===== config.mk =====
export PLATFORM = sky130hd
export DESIGN_NAME = gtti_controller
export DESIGN_NICKNAME = d
export VERILOG_FILES = /design/src/hw/rtl/gtti_pkg.sv /design/src/hw/rtl/gtti_controller.sv
export SDC_FILE = /design/constraint.sdc
export NUM_CORES = 1
export LEC_CHECK = 0
export BUFFER_PORTS_ARGS = -buffer_cell sky130_fd_sc_hd__buf_4
export CAP_MARGIN = 40
export CORE_MARGIN = 2
export CORE_UTILIZATION = 52
export CTS_BUF_LIST = sky130_fd_sc_hd__clkbuf_16
export DETAILED_ROUTE_END_ITERATION = 8
export PLACE_DENSITY = 0.85
export RECOVER_POWER = 25
export SLEW_MARGIN = 20
export SYNTH_ARGS = -nofsm -noshare
export SYNTH_HDL_FRONTEND = slang
export SYNTH_SLANG_ARGS = --single-unit

===== constraint.sdc =====
create_clock -name clock -period 2.42 [get_ports clock]
set_clock_uncertainty 0.2 [all_clocks]
set_input_delay 0.242 -clock clock [delete_from_list [all_inputs] [get_ports clock]]
set_output_delay 0.242 -clock clock [all_outputs]
set_load 0.05 [all_outputs]

===== src/hw/rtl/gtti_pkg.sv =====
`timescale 1ns / 1ps

package gtti_pkg;

   localparam int TABLE_DEPTH = 64;
   localparam int ADDR_W      = $clog2(TABLE_DEPTH);

   localparam int ACTION_W = 2;
   localparam int INDEX_W  = 6;
   localparam int POS_W    = 17;
   localparam int VAL_W    = 16;
   localparam int PHASE_W  = 16;
   localparam int CYC_W    = 8;
   localparam int RAMP_W   = 16;
   localparam int CLAMP_W  = 10;
   localparam int GAIN_W   = 32;
   localparam int TCOUNT_W = 7;
   localparam int TORQUE_W = 11;
   localparam int ENTRY_W  = POS_W + VAL_W;

   localparam int CSR_IDX_W  = 3;
   localparam int CSR_DATA_W = 32;

   localparam int DIV_NUM_W = 64;
   localparam int DIV_DEN_W = 34;
   localparam int DIV_CNT_W = $clog2(DIV_NUM_W);

   localparam int CLAMP_MAX = 1000;

   typedef enum logic [ACTION_W-1:0] {
      ACT_LOAD    = 2'd0,
      ACT_TICK    = 2'd1,
      ACT_RESTART = 2'd2
   } action_type;

   typedef enum logic [CSR_IDX_W-1:0] {
      REG_PHASE_STEP       = 3'd0,
      REG_TOTAL_CYCLES     = 3'd1,
      REG_RAMP_TICKS       = 3'd2,
      REG_CLAMP_PERMILLE   = 3'd3,
      REG_TORQUE_GAIN      = 3'd4,
      REG_INVERT_DIRECTION = 3'd5,
      REG_TABLE_COUNT      = 3'd6
   } reg_index_type;

   typedef struct packed {
      logic [PHASE_W-1:0]       phase_step;
      logic [CYC_W-1:0]         total_cycles;
      logic [RAMP_W-1:0]        ramp_ticks;
      logic [CLAMP_W-1:0]       clamp_permille;
      logic signed [GAIN_W-1:0] torque_gain;
      logic                     invert_direction;
      logic [TCOUNT_W-1:0]      table_count;
   } cfg_type;

   localparam cfg_type CFG_RESET = '{
      phase_step:       16'd98,
      total_cycles:     8'd5,
      ramp_ticks:       16'd0,
      clamp_permille:   10'd600,
      torque_gain:      32'sd1124,
      invert_direction: 1'b1,
      table_count:      7'd2
   };

   typedef struct packed {
      logic [POS_W-1:0]        pos;
      logic signed [VAL_W-1:0] val;
   } entry_type;

   typedef struct packed {
      logic signed [TORQUE_W-1:0] torque_permille;
      logic [PHASE_W-1:0]         gait_position;
      logic                       was_clamped;
      logic                       run_done;
   } rsp_type;

   typedef enum logic [1:0] {
      ADDR_HOLD = 2'd0,
      ADDR_ZERO = 2'd1,
      ADDR_LAST = 2'd2,
      ADDR_INC  = 2'd3
   } addr_op_type;

   typedef enum logic [2:0] {
      V_HOLD   = 3'd0,
      V_ZERO   = 3'd1,
      V_RDATA  = 3'd2,
      V_PREV   = 3'd3,
      V_INTERP = 3'd4
   } v_sel_type;

   typedef enum logic [1:0] {
      MUL_NONE   = 2'd0,
      MUL_INTERP = 2'd1,
      MUL_GAIN   = 2'd2,
      MUL_RAMP   = 2'd3
   } mul_sel_type;

   typedef enum logic [1:0] {
      DIV_NONE   = 2'd0,
      DIV_INTERP = 2'd1,
      DIV_RAMP   = 2'd2
   } div_sel_type;

   typedef struct packed {
      logic        wr_entry;
      logic        restart;
      logic        tick_start;
      addr_op_type addr_op;
      logic        take_prev;
      logic        capture_pair;
      v_sel_type   v_sel;
      mul_sel_type mul_sel;
      div_sel_type div_sel;
      logic        round_gain;
      logic        finish;
      logic        emit;
   } cmd_type;

   typedef struct packed {
      logic run_over;
      logic n_zero;
      logic le_first;
      logic ge_last;
      logic bracket;
      logic equal;
      logic scan_last;
      logic div_done;
      logic out_busy;
   } status_type;

endpackage


===== src/hw/rtl/gtti_controller.sv =====
`timescale 1ns / 1ps

module gtti_controller (
   input  logic                         clock,
   input  logic                         reset,
   input  logic                         req_valid,
   input  logic [gtti_pkg::ACTION_W-1:0] req_action,
   output logic                         req_ready,
   input  gtti_pkg::status_type         status,
   output gtti_pkg::cmd_type            cmd
);
   import gtti_pkg::*;

   typedef enum logic [16:0] {
      ST_IDLE   = 17'h00001,
      ST_RD0    = 17'h00002,
      ST_CHK0   = 17'h00004,
      ST_CHKL   = 17'h00008,
      ST_SCAN0  = 17'h00010,
      ST_SCAN   = 17'h00020,
      ST_I_MUL  = 17'h00040,
      ST_I_DIV  = 17'h00080,
      ST_I_WAIT = 17'h00100,
      ST_G_MUL  = 17'h00200,
      ST_G_RND  = 17'h00400,
      ST_R_MUL  = 17'h00800,
      ST_R_DIV  = 17'h01000,
      ST_R_WAIT = 17'h02000,
      ST_FIN    = 17'h04000,
      ST_OUT    = 17'h08000,
      ST_SPARE  = 17'h10000
   } state_type;

   state_type state_ff, state_in;

   assign req_ready = (state_ff == ST_IDLE);

   always_comb begin
      state_in = state_ff;
      cmd      = '0;
      case (state_ff)
         ST_IDLE: begin
            if (req_valid) begin
               case (action_type'(req_action))
                  ACT_LOAD:    cmd.wr_entry = 1'b1;
                  ACT_RESTART: cmd.restart = 1'b1;
                  ACT_TICK: begin
                     cmd.tick_start = 1'b1;
                     cmd.addr_op    = ADDR_ZERO;
                     state_in       = status.run_over ? ST_OUT : ST_RD0;
                  end
                  default: ;
               endcase
            end
         end
         ST_RD0: begin
            if (status.n_zero) begin
               cmd.v_sel = V_ZERO;
               state_in  = ST_G_MUL;
            end else begin
               cmd.addr_op = ADDR_LAST;
               state_in    = ST_CHK0;
            end
         end
         ST_CHK0: begin
            // first entry on the read port
            if (status.le_first) begin
               cmd.v_sel = V_RDATA;
               state_in  = ST_G_MUL;
            end else begin
               cmd.addr_op = ADDR_ZERO;
               state_in    = ST_CHKL;
            end
         end
         ST_CHKL: begin
            // last used entry on the read port
            if (status.ge_last) begin
               cmd.v_sel = V_RDATA;
               state_in  = ST_G_MUL;
            end else begin
               cmd.addr_op = ADDR_INC;
               state_in    = ST_SCAN0;
            end
         end
         ST_SCAN0: begin
            cmd.take_prev = 1'b1;
            cmd.addr_op   = ADDR_INC;
            state_in      = ST_SCAN;
         end
         ST_SCAN: begin
            if (status.bracket) begin
               if (status.equal) begin
                  cmd.v_sel = V_PREV;
                  state_in  = ST_G_MUL;
               end else begin
                  cmd.capture_pair = 1'b1;
                  state_in         = ST_I_MUL;
               end
            end else if (status.scan_last) begin
               // no pair brackets the phase: last used value
               cmd.v_sel = V_RDATA;
               state_in  = ST_G_MUL;
            end else begin
               cmd.take_prev = 1'b1;
               cmd.addr_op   = ADDR_INC;
            end
         end
         ST_I_MUL: begin
            cmd.mul_sel = MUL_INTERP;
            state_in    = ST_I_DIV;
         end
         ST_I_DIV: begin
            cmd.div_sel = DIV_INTERP;
            state_in    = ST_I_WAIT;
         end
         ST_I_WAIT: begin
            if (status.div_done) begin
               cmd.v_sel = V_INTERP;
               state_in  = ST_G_MUL;
            end
         end
         ST_G_MUL: begin
            cmd.mul_sel = MUL_GAIN;
            state_in    = ST_G_RND;
         end
         ST_G_RND: begin
            cmd.round_gain = 1'b1;
            state_in       = ST_R_MUL;
         end
         ST_R_MUL: begin
            cmd.mul_sel = MUL_RAMP;
            state_in    = ST_R_DIV;
         end
         ST_R_DIV: begin
            cmd.div_sel = DIV_RAMP;
            state_in    = ST_R_WAIT;
         end
         ST_R_WAIT: begin
            if (status.div_done) begin
               cmd.finish = 1'b1;
               state_in   = ST_FIN;
            end
         end
         ST_FIN: begin
            state_in = ST_OUT;
         end
         ST_OUT: begin
            if (!status.out_busy) begin
               cmd.emit = 1'b1;
               state_in = ST_IDLE;
            end
         end
         default: state_in = ST_IDLE;
      endcase
   end

   always_ff @(posedge clock) begin
      if (reset) begin
         state_ff <= ST_IDLE;
      end else begin
         state_ff <= state_in;
      end
   end
endmodule


==> out/qor.csv, run 1 <==
stage;metric;value;unit
yosys;mappedNetlistNets;158;
pwr;cellPowerDensity;570.9;nW/um^2
global_route;first_global_vias;1416;
setup_path;startpoint_type;flop;
drt;vias;1446;
setup_path;timing.critical_path.to_type;output pin;
run;count_of_maximum_capacitance_violations;0;
timing;max_slew_margin;0.5464;
floorplanning;initial_utilization;0.5425;
setup_path;worstPathCellList;nor4_4 -> buf_4 -> nand4_1 -> buf_4 -> a21oi_4 -> a31oi_1 -> o211ai_1 -> buf_4;
timing;final_hold_viol_count;0;
cts;cts_buffers;3;
yosys;synth.top_cell.area_share;0.2695;
layout;final_design_area_no_fill;1758;sq um
placed_design;finalWeightedCongestion;0.9036;
layout;final_layout_size_suffix_gt1_frac;0.4136;
layout;area_used_by_sequential_logic_in_the_layout;326.6;sq um
global_route;grt.overflow.total;0;
drt;number_of_nets_with_antenna_violations_after_detailed_routing;0;
timing;part_of_the_cycle_the_worst_path_needs;1.011;
yosys;syn_area_per_cell;8.254;sq um
pwr;worst_ir_drop_vdd;0.3667;mV
yosys;async_flop_share;0;
setup_path;critical_path.slowest_cell;dfxtp_4;
placed_design;pre_cts_ws;0.2192;ns
setup_path;cp_common_cell;buf_4;
outcome;outcome;finished, violations left;
floorplanning;placementRows;17;
cts;clk_transition_reported_paths;0.06;ns
layout;final_core_util;0.8024;
cts;maximum_clock_path_buffer_count;2;
timing;setup_ws;-0.02560;ns
setup_path;cpPeakStageDelay;0.35;ns
global_route;grt_antenna_before_repair;0;
cts;cts_num_sinks;16;
placed_design;numPlacedInstances;205;
global_route;grt_pass1_wl;6.603;mm
cts;tritoncts;done;
yosys;netlist.top_cell.by_area;dfxtp_1;
global_route;grt_max_degree;14;
floorplanning;die_width;51.81;um
layout;multi_input_area;914.6;sq um
layout;flip_flop_count_of_the_largest_register_after_layout;16;
yosys;syn_inst;144;
yosys;ys_warn_count;0;
worst_hold_path;hold_class;in2reg;
layout;final-instance-count-excl-fill;219;
floorplanning;die_h;51.81;um
global_route;total_routing_usage_gr;0.3352;
yosys;synth-seq-cells;16;
cts;cts_max_level;1;
yosys;netlist_top_cells_area;dfxtp_1 27%, nor3_1 4.6%, nor2_1 4.4%;
drt;postRouteWirelength;4.152;mm
layout;nets;206;
layout;antennaDiodeCount;0;
placed_design;placed_cell_area;1523;sq um
timing;setup-violations-final;3;
outcome;failing_checks;setup timing;
yosys;synth.lib_cells_used.distinct;53;
yosys;syn-cell-area;1189;sq um
layout;largest-register;state_ff;
timing;period_minus_slack;2.446;ns
timing;max_freq;408.9;MHz
floorplanning;die_area;2684;sq um
cts;clk_root_buffer_cell;clkbuf_16;
timing;transition_time_at_the_pin_with_the_least_slew_margin;0.6710;ns
floorplanning;design.portCount;32;
timing;final.setup.tns;-0.05886;ns
setup_path;critPathKind;reg2out;
drt;drt_pre_antenna_iters;4;
pwr;static-leakage-power;0.6970;nW
drt;vias_per_cell;6.603;
yosys;postSynth.topFlopCell;dfxtp_1;
drt;drt_iter0_markers;83;
floorplanning;fp.coreArea;2191;sq um
setup_path;cp.arrival;2.00;ns
timing;hold-worst-slack;0.07560;ns
setup_path;path_max_fanout;4;
timing;final_max_slew_viol_count;0;
placed_design;buffer_ports.inserted;31;
yosys;synth_edf_count;0;
layout;area_growth_syn_to_layout;47.90;%
setup_path;critical_path_required;1.98;ns
pwr;final_total_pwr;1.004;mW
yosys;yosysSeqAreaShare;0.2695;
cts;clock_latency;0.25;ns
yosys;most_frequent_cell_after_synthesis;dfxtp_1;
drt;post-route-drc-count;0;
yosys;synth.top_cells.by_count;16 x dfxtp_1, 14 x nor2_1, 11 x nor3_1;
layout;layout_top_registers;state_ff x16;
placed_design;post_detailed_placement_half_perimeter_wirelength;2.668;mm
drt;wire_per_inst;18.96;um
timing;rsz0062_at_grt;true;
layout;fillCellCount;134;
## where the power goes
group	total, mW	internal, mW	switching, mW	leakage, nW
logic	0.380	0.151	0.228	0.527
registers	0.293	0.273	0.0202	0.131
clock network	0.331	0.220	0.111	0.0385
## worst paths after layout
path	startpoint	to	slack, ns	depth (start not counted)
setup / recovery	state_ff[13]	cmd[12]	-0.03	8
hold / removal	status[7]	state_ff[2]	0.08	3
setup reg to reg	state_ff[13]	state_ff[9]	0.12	7
hold reg to reg	state_ff[6]	state_ff[7]	0.43	2
## cells in the final DEF, fill, tap and decap left out, types with 4 or more instances in the layout
master     n
buf_4     40
nor2_1    13
dfxtp_1   13
nand2_1    7
nand2b_1   7
nor3_1     7
buf_6      5
nor4_2     4
nor3_2     4
nor4b_1    4
nand3b_1   4
or3_1      4
nor4_1     4
## routing by layer
layer / wire length (um) / global-route usage
met1: 1584 / 0.3853
met2: 2018 / 0.5705
met3: 329 / 0.04023
met4: 219 / 0.2412
met5: 0 / 0
## layout make-up
type,count,share of cell area
Tap cell,28,0.01993
Clock inverter,1,0.002135
Sequential cell,16,0.1858
Clock buffer,3,0.04270
Timing Repair Buffer,48,0.2199
Multi-Input combinational cell,119,0.5203
Inverter,4,0.009253
## critical path: cells and delay by family (launching register included)
family	cells	cell delay, ns
buffers and inverters	3	0.61
flip-flops	1	0.35
AO/OA/AOI/OAI	3	0.35
AND/OR/NAND/NOR	2	0.44
## cell families (layout without fill, tap and decap cells)
kind of cell	after synthesis	count (layout)	share of synthesized area
buf+inv	9	56	0.03894
xor+xnor	3	3	0.02211
flops	16	16	0.2695
simple gates	91	91	0.4968
mux	1	1	0.008421
compound gates	24	24	0.1642
## repair_timing
item,CTS,global route
setup buffers,6,1
resized for setup,7,9
endpoints found under the setup margin,5,12
hold buffers,3,0
endpoints found under the hold margin,3,0
pin swaps,3,1
Note: power is estimated with default switching activity, not from simulation.
==> run 2: changes to the inputs <==
--- a/config.mk
+++ b/config.mk
@@ -10,6 +10,6 @@
 export CORE_MARGIN = 2
-export CORE_UTILIZATION = 52
+export CORE_UTILIZATION = 56
 export CTS_BUF_LIST = sky130_fd_sc_hd__clkbuf_16
 export DETAILED_ROUTE_END_ITERATION = 8
-export PLACE_DENSITY = 0.85
+export PLACE_DENSITY = 0.9
 export RECOVER_POWER = 25
==> constraint.sdc (replaced) <==
create_clock -name clock -period 3.1 [get_ports clock]
set_clock_uncertainty 0.2 [all_clocks]
set_input_delay 0.465 -clock clock [delete_from_list [all_inputs] [get_ports clock]]
set_output_delay 0.465 -clock clock [all_outputs]
set_load 0.05 [all_outputs]
==> out/qor.csv, run 2 (same netlist as run 1, synthesis figures left out) <==
stage;metric;value;unit
floorplanning;die_width;50.07;um
setup_path;critPathTopFamily;simple AND/OR/NAND/NOR gates;
layout;largest-register;state_ff;
layout;flip_flop_count_of_the_largest_register_after_layout;16;
global_route;total_routing_usage_gr;0.2785;
floorplanning;die_h;50.07;um
floorplanning;placementRows;16;
drt;drt_iter0_markers;58;
floorplanning;design.portCount;32;
setup_path;critical_path_required;2.43;ns
placed_design;finalWeightedCongestion;1.007;
worst_hold_path;hold_class;in2reg;
pwr;static-leakage-power;0.5934;nW
setup_path;reg2reg_slack;0.92;ns
layout;multi_input_area;822.0;sq um
pwr;cellPowerDensity;477.4;nW/um^2
timing;final_hold_viol_count;0;
timing;rsz0062_at_grt;false;
setup_path;critPathKind;reg2out;
global_route;grt_pass1_wl;5.292;mm
cts;tritoncts;done;
layout;commonest_cells_after_routing_fill_and_taps_aside;31 x buf_4, 16 x dfxtp_1, 14 x nor2_1;
timing;transition_time_at_the_pin_with_the_least_slew_margin;0.5692;ns
placed_design;buffer_ports.inserted;31;
cts;maximum_clock_path_buffer_count;2;
layout;final_core_util;0.7588;
global_route;grt.overflow.total;0;
drt;drt_pre_antenna_iters;4;
drt;number_of_nets_with_antenna_violations_after_detailed_routing;0;
global_route;grt_max_degree;14;
layout;final-instance-count-excl-fill;201;
layout;nets;189;
global_route;grt_antenna_before_repair;0;
cts;postCtsSetupRepairBufs;0;
cts;cts_buffers;3;
setup_path;critical_path.slowest_cell;nor4_4;
layout;area_used_by_sequential_logic_in_the_layout;320.3;sq um
timing;max_freq;343.0;MHz
drt;vias_per_cell;6.323;
cts;cts_max_level;1;
layout;fillCellCount;143;
placed_design;numPlacedInstances;197;
cts;clk_transition_reported_paths;0.05;ns
setup_path;cpPeakStageDelay;0.47;ns
floorplanning;die_area;2507;sq um
pwr;worst_ir_drop_vdd;0.3676;mV
setup_path;cp.arrival;2.25;ns
floorplanning;fp.coreArea;1982;sq um
layout;area_growth_syn_to_layout;26.53;%
setup_path;worstPathBufferInverterCount;1;
drt;post-route-drc-count;0;
drt;wire_per_inst;15.68;um
timing;max_slew_margin;0.6152;
setup_path;path_max_fanout;9;
timing;part_of_the_cycle_the_worst_path_needs;0.9406;
layout;final_layout_size_suffix_gt1_frac;0.2816;
timing;setup-violations-final;0;
timing;hold-worst-slack;0.1833;ns
cts;post_cts.resized_instances;0;
timing;period_minus_slack;2.916;ns
layout;antennaDiodeCount;0;
layout;layout_top_registers;state_ff x16;
layout;layout_commonest_cell;buf_4;
setup_path;startpoint_type;flop;
cts;clock_latency;0.25;ns
placed_design;post_detailed_placement_half_perimeter_wirelength;2.403;mm
pwr;final_total_pwr;0.7180;mW
global_route;first_global_vias;1232;
cts;clk_root_buffer_cell;clkbuf_16;
drt;vias;1271;
run;count_of_maximum_capacitance_violations;0;
timing;final_max_slew_viol_count;0;
drt;postRouteWirelength;3.152;mm
setup_path;timing.critical_path.to_type;output pin;
outcome;outcome;complete, no violations;
cts;cts-hold-fix-buffers;0;
cts;cts_num_sinks;16;
floorplanning;initial_utilization;0.5997;
setup_path;worstPathCellList;nor4_4 -> and4b_4 -> nand2_1 -> or3_1 -> o211ai_1 -> buf_4;
-- run 2: layout make-up --
cell class / instances / area share
Clock buffer: 3 / 0.04992
Clock inverter: 1 / 0.002496
Inverter: 4 / 0.01082
Multi-Input combinational cell: 119 / 0.5466
Sequential cell: 16 / 0.2130
Tap cell: 27 / 0.02246
Timing Repair Buffer: 31 / 0.1547
-- run 2: power breakdown --
| group | internal (mW) | switching, mW | leakage [nW] | total [mW] |
|---|---|---|---|---|
| Sequential | 0.213 | 0.0120 | 0.129 | 0.226 |
| Combinational | 0.0866 | 0.149 | 0.426 | 0.236 |
| Clock | 0.171 | 0.0849 | 0.0385 | 0.256 |
| Total | 0.472 | 0.246 | 0.593 | 0.718 |
-- run 2: through the flow --
| step | setup slack [ns] | instance area, sq um | TNS (ns) |
|---|---|---|---|
| after floorplan | -0.09050 | 1192 | -0.1810 |
| after global placement | 0.5344 | 1429 | 0 |
| after detailed placement | 0.4821 | 1429 | 0 |
| after CTS | 0.2030 | 1508 | 0 |
| after global routing | 0.06814 | 1504 | 0 |
| final | 0.1842 | 1504 | 0 |
-- run 2: final timing paths --
kind / cells past startpoint / from / end
hold / removal: 2 / status[8] / state_ff[1]
hold reg to reg: 2 / state_ff[6] / state_ff[7]
setup reg to reg: 5 / state_ff[11] / state_ff[0]
setup / recovery: 6 / state_ff[12] / cmd[12]
-- run 2: metal layers --
layer,GRT usage,wire [um],up-vias
met5,0,0,-
met4,0.1944,92,0
met1,0.3190,1323,584
met3,0.08788,249,8
li1,-,-,610
met2,0.4342,1486,69
